**src/rfp_pkg.sv**
```systemverilog
// ----------------------------------------------------------------------------
// Remote frame parser package
// Shared types and constants for the remote control frame parser.
// ----------------------------------------------------------------------------
package rfp_pkg;

    typedef enum logic [2:0] {
        ST_IDLE     = 3'd0,
        ST_SYNC     = 3'd1,
        ST_VERSION  = 3'd2,
        ST_TYPE     = 3'd3,
        ST_PAD      = 3'd4,
        ST_MARK     = 3'd5,
        ST_PARAM    = 3'd6,
        ST_CHECKSUM = 3'd7
    } state_t;

    localparam logic [7:0] START_BYTE   = 8'hAA;
    localparam logic [7:0] SYNC_BYTE    = 8'h55;
    localparam logic [7:0] VERSION_BYTE = 8'h01;
    localparam logic [7:0] PAD_BYTE     = 8'h00;
    localparam logic [7:0] MARK_BYTE    = 8'h01;
    localparam logic [7:0] CSUM_BIAS    = 8'd2;

    localparam logic [3:0] ACT_NONE       = 4'd0;
    localparam logic [3:0] ACT_WIFI_LONG  = 4'd1;
    localparam logic [3:0] ACT_WIFI_SHORT = 4'd2;
    localparam logic [3:0] ACT_FAN_OFF    = 4'd3;
    localparam logic [3:0] ACT_FAN_LOW    = 4'd4;
    localparam logic [3:0] ACT_FAN_MED    = 4'd5;
    localparam logic [3:0] ACT_FAN_HIGH   = 4'd6;
    localparam logic [3:0] ACT_LIGHT      = 4'd7;
    localparam logic [3:0] ACT_EXTRA      = 4'd8;

    localparam logic [7:0] TYPE_WIFI  = 8'd1;
    localparam logic [7:0] TYPE_FAN   = 8'd4;
    localparam logic [7:0] TYPE_EXTRA = 8'd6;

    typedef struct packed {
        state_t     state;
        logic [7:0] cmd_type;
        logic [7:0] cmd_param;
        logic [3:0] action;
        logic       checksum_error;
        logic       unknown_command;
    } step_t;

endpackage

```
**src/remote_frame_parser.sv**
```systemverilog
// ----------------------------------------------------------------------------
// Remote frame parser
// Recognizes the eight-byte remote control frame and reports its action.
// ----------------------------------------------------------------------------
// The parser takes one received byte per transaction and returns exactly one
// result transaction for each, in order. It accepts a byte in every cycle that
// rx_stall is low; a byte passes through an input register, and the frame
// state update and command decode sit between that register and the result
// register. A stall on the result side backs up through both registers to
// rx_stall in the same cycle.
module remote_frame_parser (
    input  logic       clk,
    input  logic       rst_n,
    input  logic       rx_valid,
    output logic       rx_stall,
    input  logic [7:0] rx_byte,
    output logic       res_valid,
    input  logic       res_stall,
    output logic [3:0] action,
    output logic       checksum_error,
    output logic       unknown_command
);

    logic            in_valid_reg;
    logic [7:0]      in_byte_reg;
    rfp_pkg::state_t state_reg;
    logic [7:0]      cmd_type_reg;
    logic [7:0]      cmd_param_reg;
    logic            res_valid_reg;
    logic [3:0]      action_reg;
    logic            checksum_error_reg;
    logic            unknown_command_reg;
    logic            res_ready;
    logic            in_ready;
    logic            advance;
    rfp_pkg::step_t  step;

    assign res_ready = !res_valid_reg || !res_stall;
    assign in_ready  = !in_valid_reg || res_ready;
    assign advance   = in_valid_reg && res_ready;
    assign rx_stall  = !in_ready;

    rfp_step u_step (
        .state     (state_reg),
        .cmd_type  (cmd_type_reg),
        .cmd_param (cmd_param_reg),
        .rx_byte   (in_byte_reg),
        .step      (step)
    );

    always_ff @(posedge clk or negedge rst_n)
    begin
        if (!rst_n)
        begin
            in_valid_reg  <= 1'b0;
            res_valid_reg <= 1'b0;
            state_reg     <= rfp_pkg::ST_IDLE;
            cmd_type_reg  <= 8'd0;
            cmd_param_reg <= 8'd0;
        end
        else
        begin
            if (in_ready)
            begin
                in_valid_reg <= rx_valid;
            end
            if (res_ready)
            begin
                res_valid_reg <= in_valid_reg;
            end
            if (advance)
            begin
                state_reg     <= step.state;
                cmd_type_reg  <= step.cmd_type;
                cmd_param_reg <= step.cmd_param;
            end
        end
    end

    always_ff @(posedge clk)
    begin
        if (in_ready && rx_valid)
        begin
            in_byte_reg <= rx_byte;
        end
        if (advance)
        begin
            action_reg          <= step.action;
            checksum_error_reg  <= step.checksum_error;
            unknown_command_reg <= step.unknown_command;
        end
    end

    assign res_valid       = res_valid_reg;
    assign action          = action_reg;
    assign checksum_error  = checksum_error_reg;
    assign unknown_command = unknown_command_reg;

`ifndef ASSERT_OFF
    a_start_resyncs: assert property (@(posedge clk) disable iff (!rst_n)
        (advance && in_byte_reg == rfp_pkg::START_BYTE) |=> state_reg == rfp_pkg::ST_SYNC)
        else $error("start byte did not restart the frame");

    a_flags_exclusive: assert property (@(posedge clk) disable iff (!rst_n)
        res_valid_reg |-> !(checksum_error_reg && unknown_command_reg))
        else $error("checksum error and unknown command both set");

    a_action_clean: assert property (@(posedge clk) disable iff (!rst_n)
        (res_valid_reg && action_reg != rfp_pkg::ACT_NONE)
            |-> (!checksum_error_reg && !unknown_command_reg))
        else $error("action reported together with an error flag");

    a_result_follows: assert property (@(posedge clk) disable iff (!rst_n)
        advance |=> res_valid_reg)
        else $error("transaction lost between input and result register");

    a_result_only_at_end: assert property (@(posedge clk) disable iff (!rst_n)
        (advance && state_reg != rfp_pkg::ST_CHECKSUM)
            |=> (action_reg == rfp_pkg::ACT_NONE && !checksum_error_reg
                 && !unknown_command_reg))
        else $error("result flagged outside the checksum byte");
`endif

endmodule

```
**src/rfp_step.sv**
```systemverilog
// ----------------------------------------------------------------------------
// Remote frame parser step
// Computes the next frame state and the result for one received byte.
// ----------------------------------------------------------------------------
module rfp_step (
    input  rfp_pkg::state_t state,
    input  logic [7:0]      cmd_type,
    input  logic [7:0]      cmd_param,
    input  logic [7:0]      rx_byte,
    output rfp_pkg::step_t  step
);

    function automatic logic [3:0] decode_pair(input logic [7:0] t, input logic [7:0] p);
        logic [3:0] act;
        begin
            act = rfp_pkg::ACT_NONE;
            case (t)
                rfp_pkg::TYPE_WIFI:
                begin
                    if (p == 8'd1)
                    begin
                        act = rfp_pkg::ACT_WIFI_LONG;
                    end
                    else if (p == 8'd2)
                    begin
                        act = rfp_pkg::ACT_WIFI_SHORT;
                    end
                end
                rfp_pkg::TYPE_FAN:
                begin
                    if (p <= 8'd4)
                    begin
                        act = rfp_pkg::ACT_FAN_OFF + p[3:0];
                    end
                end
                rfp_pkg::TYPE_EXTRA:
                begin
                    if (p == 8'd1)
                    begin
                        act = rfp_pkg::ACT_EXTRA;
                    end
                end
                default:
                begin
                    act = rfp_pkg::ACT_NONE;
                end
            endcase
            return act;
        end
    endfunction

    logic [7:0] sum;
    logic [3:0] decoded;

    assign sum     = rfp_pkg::CSUM_BIAS + cmd_type + cmd_param;
    assign decoded = decode_pair(cmd_type, cmd_param);

    always_comb
    begin
        step.state           = rfp_pkg::ST_IDLE;
        step.cmd_type        = cmd_type;
        step.cmd_param       = cmd_param;
        step.action          = rfp_pkg::ACT_NONE;
        step.checksum_error  = 1'b0;
        step.unknown_command = 1'b0;
        if (rx_byte == rfp_pkg::START_BYTE)
        begin
            step.state = rfp_pkg::ST_SYNC;
        end
        else
        begin
            case (state)
                rfp_pkg::ST_SYNC:
                begin
                    if (rx_byte == rfp_pkg::SYNC_BYTE)
                    begin
                        step.state = rfp_pkg::ST_VERSION;
                    end
                end
                rfp_pkg::ST_VERSION:
                begin
                    if (rx_byte == rfp_pkg::VERSION_BYTE)
                    begin
                        step.state = rfp_pkg::ST_TYPE;
                    end
                end
                rfp_pkg::ST_TYPE:
                begin
                    step.cmd_type = rx_byte;
                    step.state    = rfp_pkg::ST_PAD;
                end
                rfp_pkg::ST_PAD:
                begin
                    if (rx_byte == rfp_pkg::PAD_BYTE)
                    begin
                        step.state = rfp_pkg::ST_MARK;
                    end
                end
                rfp_pkg::ST_MARK:
                begin
                    if (rx_byte == rfp_pkg::MARK_BYTE)
                    begin
                        step.state = rfp_pkg::ST_PARAM;
                    end
                end
                rfp_pkg::ST_PARAM:
                begin
                    step.cmd_param = rx_byte;
                    step.state     = rfp_pkg::ST_CHECKSUM;
                end
                rfp_pkg::ST_CHECKSUM:
                begin
                    if (sum != rx_byte)
                    begin
                        step.checksum_error = 1'b1;
                    end
                    else
                    begin
                        step.action          = decoded;
                        step.unknown_command = (decoded == rfp_pkg::ACT_NONE);
                    end
                end
                default:
                begin
                    step.state = rfp_pkg::ST_IDLE;
                end
            endcase
        end
    end

endmodule

```
**config.mk**
```make
export PLATFORM = sky130hd
export DESIGN_NAME = remote_frame_parser
export DESIGN_NICKNAME = d
export VERILOG_FILES = /design/src/rfp_pkg.sv /design/src/remote_frame_parser.sv /design/src/rfp_step.sv
export SDC_FILE = /design/constraint.sdc
export NUM_CORES = 1
export LEC_CHECK = 0
export BUFFER_PORTS_ARGS = -buffer_cell sky130_fd_sc_hd__buf_2
export CAP_MARGIN = 10
export CORE_ASPECT_RATIO = 0.8
export CORE_MARGIN = 5
export CORE_UTILIZATION = 30
export CTS_CLUSTER_DIAMETER = 50
export DETAILED_ROUTE_END_ITERATION = 7
export GPL_ROUTABILITY_DRIVEN = 0
export RECOVER_POWER = 50
export SLEW_MARGIN = 15
export SYNTH_ARGS = -nofsm -noshare
export SYNTH_HDL_FRONTEND = slang
export SYNTH_SLANG_ARGS = --single-unit
```
**constraint.sdc**
```tcl
create_clock -name clk -period 2.5 [get_ports clk]
set_clock_uncertainty 0.05 [all_clocks]
set_input_delay 0.125 -clock clk [delete_from_list [all_inputs] [get_ports clk]]
set_output_delay 0.125 -clock clk [all_outputs]
set_load 0.02 [all_outputs]
```
==> flow_metrics.py <==
metrics = {
    "run_status": {
        "status": "complete, but fails checks",
        "failed_checks": "negative setup slack",
    },
    "route": {
        "via_per_inst": 4.859,
        "avgRoutedWirePerCell_um": 14.34,
        "antenna_left": 0,
        "drtPass1Iterations": 5,
        "vias": 1550,
        "drtIter0Drc": 47,
        "post-route-drc-count": 0,
        "routed_wl_um": 4575,
    },
    "critical_path": {
        "cp-end-kind": "flop",
        "cp-endpoint": "unknown_command$_SDFFCE_PP0P_",
        "crit_chain": "inv_2 -> ha_4 -> inv_2 -> ha_4 -> fa_2 -> xnor2_2 -> nand3_2 -> nor4_2 -> nand3_2 -> nor4b_2",
        "cpMaxStageDelayCell": "fa_2",
        "reg2reg_to": "unknown_command$_SDFFCE_PP0P_",
        "rr_worst_depth": 10,
        "critPathKind": "reg -> reg",
        "reg2reg_slack_ns": -0.14,
        "crit_fanout": 6,
        "cp.required_ns": 2.56,
        "r2r-start": "cmd_param_reg[1]$_DFFE_PN0P_",
        "worstPathArrival_ns": 2.69,
        "cpPeakStageDelay_ns": 0.55,
        "startpoint": "cmd_param_reg[1]$_DFFE_PN0P_",
        "crit_path_start_kind": "flop",
    },
    "yosys": {
        "synth_edf_count": 14,
        "ys.flop_type": "dfrtp_1",
        "ys_seq_area_frac": 0.4675,
        "syn_avg_cell_area_um2": 11.12,
        "ys_types": 41,
        "async_flop_share": 0.6000,
        "yosysWarnings": 0,
        "syn_area_um2": 2023,
        "syn_inst": 182,
        "ys_seq_elements": 35,
        "syn-num-nets": 211,
    },
    "power": {
        "power_density_nw_per_um2": 1049,
        "leakage_nw": 1.080,
        "ir_drop_mv": 0.4171,
    },
    "finish": {
        "utilization": 0.4043,
        "multi_input_area_um2": 1095,
        "diodes": 0,
        "fin_cells": 319,
        "seq_area_um2": 945.9,
        "syn2layout_area_growth_pct": 29.38,
        "drive_above_1_share": 0.3021,
        "fillCellCount": 616,
        "layout.nets": 263,
        "final_area_um2": 2618,
    },
    "timing": {
        "post-route-min-period_ns": 2.636,
        "tns_ns": -0.6520,
        "worst_pin_slew_ns": 1.163,
        "max_slew_margin": 0.2248,
        "clock.fmax_ghz": 0.3793,
        "slew_violations": 0,
        "fin_ws_ns": -0.1363,
        "rsz0062_at_grt": "yes",
        "period_share": 1.055,
        "finalSetupViolations": 6,
        "hold_viol_final": 0,
    },
    "global_route": {
        "grt_use_met1": 0.1658,
        "grt_util_met3": 0.03509,
        "grt_start_max_net_pins": 22,
        "grt_pass1_wl_um": 7776,
        "overflow": 0,
        "grt_use_met2": 0.1752,
        "grt.total_usage": 0.1180,
        "grt_pass1_vias": 1599,
        "antenna_found_initial": 0,
        "grt.busiest_layer": "met2",
    },
    "die": {
        "dieArea_um2": 8496,
        "core_um2": 6474,
        "die_h_um": 83.45,
        "die_w_um": 101.8,
        "num_rows": 26,
        "pin_count": 20,
        "initial_core_util": 0.3125,
    },
    "clocking": {
        "path_clk_slew_ns": 0.08,
        "cts_tree": "yes",
        "htreeDepth": 2,
        "clk_root_buffer_cell": "clkbuf_8",
        "clk_latency_ns": 0.30,
        "cts.sinks": 35,
        "cts_buffer_depth": 2,
        "numCtsBuffers": 5,
    },
    "placed_design": {
        "dp_hpwl_um": 3164,
        "io_buffers": 19,
        "placed_area_um2": 2320,
        "placed_cells": 296,
    },
    "min_path": {
        "hold_path_class": "in -> reg",
    },
    "run": {
        "maxCapViolCount": 0,
    },
}
==> worst min path at each step <==
stage,startpoint,slack [ns],endpoint,cells past startpoint
finish,res_stall,0.02,res_valid$_DFFE_PN0P_,3
detailed placement,rst_n,0.08,cmd_param_reg[2]$_DFFE_PN0P_,1
CTS,res_stall,0.02,res_valid$_DFFE_PN0P_,3
global route,res_stall,0.03,res_valid$_DFFE_PN0P_,3
global placement,rst_n,0.07,cmd_param_reg[2]$_DFFE_PN0P_,1
floorplan,rst_n,-0.22,cmd_param_reg[0]$_DFFE_PN0P_,0
==> layout make-up <==
class,instances,share of cell area
multi-input cells,131,0.4183
clock inverters,3,0.007648
well taps,84,0.04015
inverters,12,0.01721
flip-flops and latches,35,0.3614
repair buffers,49,0.1291
clock buffers,5,0.02629
==> through the flow <==
step           hold slack [ns]  setup slack, ns  total power, W
3_5_place_dp           0.07687          -0.2060        0.002095
6_report               0.02073          -0.1363        0.002746
3_3_place_gp           0.07284         -0.09602        0.002086
2_1_floorplan          -0.2206         0.004454        0.001769
4_1_cts                0.01554          -0.1666        0.002600
5_1_grt                0.02720          -0.2357        0.002979
==> placed cells by master, fill, tap and decap left out, types with 5 or more instances in the layout <==
master         instances
clkbuf_1               6
buf_4                 20
xnor2_1               10
inv_1                  9
edfxtp_1              14
nor2_1                 5
mux2_2                 8
dfrtp_1               21
ha_1                  14
clkbuf_8               5
o21ai_0               10
nand2_1               12
dlygate4sd3_1         10
buf_2                 13
a21oi_1                7
==> Yosys cell counts (all sizes together) (2+ instances only) <==
cell type | n | area share
a21o | 2 | 0.0074
a21oi | 9 | 0.022
and2 | 2 | 0.0074
and3 | 2 | 0.0087
clkbuf | 3 | 0.0056
dfrtp | 21 | 0.26
edfxtp | 14 | 0.21
ha | 16 | 0.099
inv | 12 | 0.022
mux2 | 12 | 0.074
nand2 | 12 | 0.022
nand2b | 4 | 0.012
nand3 | 6 | 0.015
nand4 | 4 | 0.012
nor2 | 5 | 0.0093
nor2b | 3 | 0.0093
nor3 | 5 | 0.015
nor3b | 2 | 0.0074
nor4 | 4 | 0.012
o21ai | 11 | 0.027
o22ai | 3 | 0.0093
or3 | 2 | 0.0087
or4 | 2 | 0.0074
xnor2 | 11 | 0.048
xor2 | 4 | 0.017
==> cells by family after synthesis <==
family | synth area share
buf+inv | 0.03339
flops | 0.4675
xor+xnor | 0.06493
compound gates | 0.09091
simple gates | 0.1552
mux | 0.07916
fa+ha+maj | 0.1088
==> power by group <==
| part | switching [W] | internal, W | leakage (nW) |
|---|---|---|---|
| Clock | 0.000228 | 0.000194 | 0.0418 |
| Sequential | 0.000122 | 0.000734 | 0.392 |
| Combinational | 0.000717 | 0.000750 | 0.647 |
==> critical path, delay by kind of cell (launching register included) <==
kind	cells	cell delay [ns]
XOR/XNOR	1	0.13
AND/OR/NAND/NOR	4	0.85
flip-flops	1	0.37
buffers and inverters	2	0.10
adder cells (fa/ha/maj)	3	0.95
==> routing by layer <==
metal,vias up,wire [um]
met4,0,40
met2,42,2008
met3,5,296
met1,734,2229
li1,769,-
met5,-,0
==> timing repair <==
item,in CTS,in global routing
gates cloned,0,0
pin swaps,11,4
buffers inserted,2,3
hold buffers,10,0
endpoints found under the hold margin,30,0
resized for setup,7,9
endpoints found under the setup margin,6,6
No activity file was read; power rests on OpenSTA's default activity.
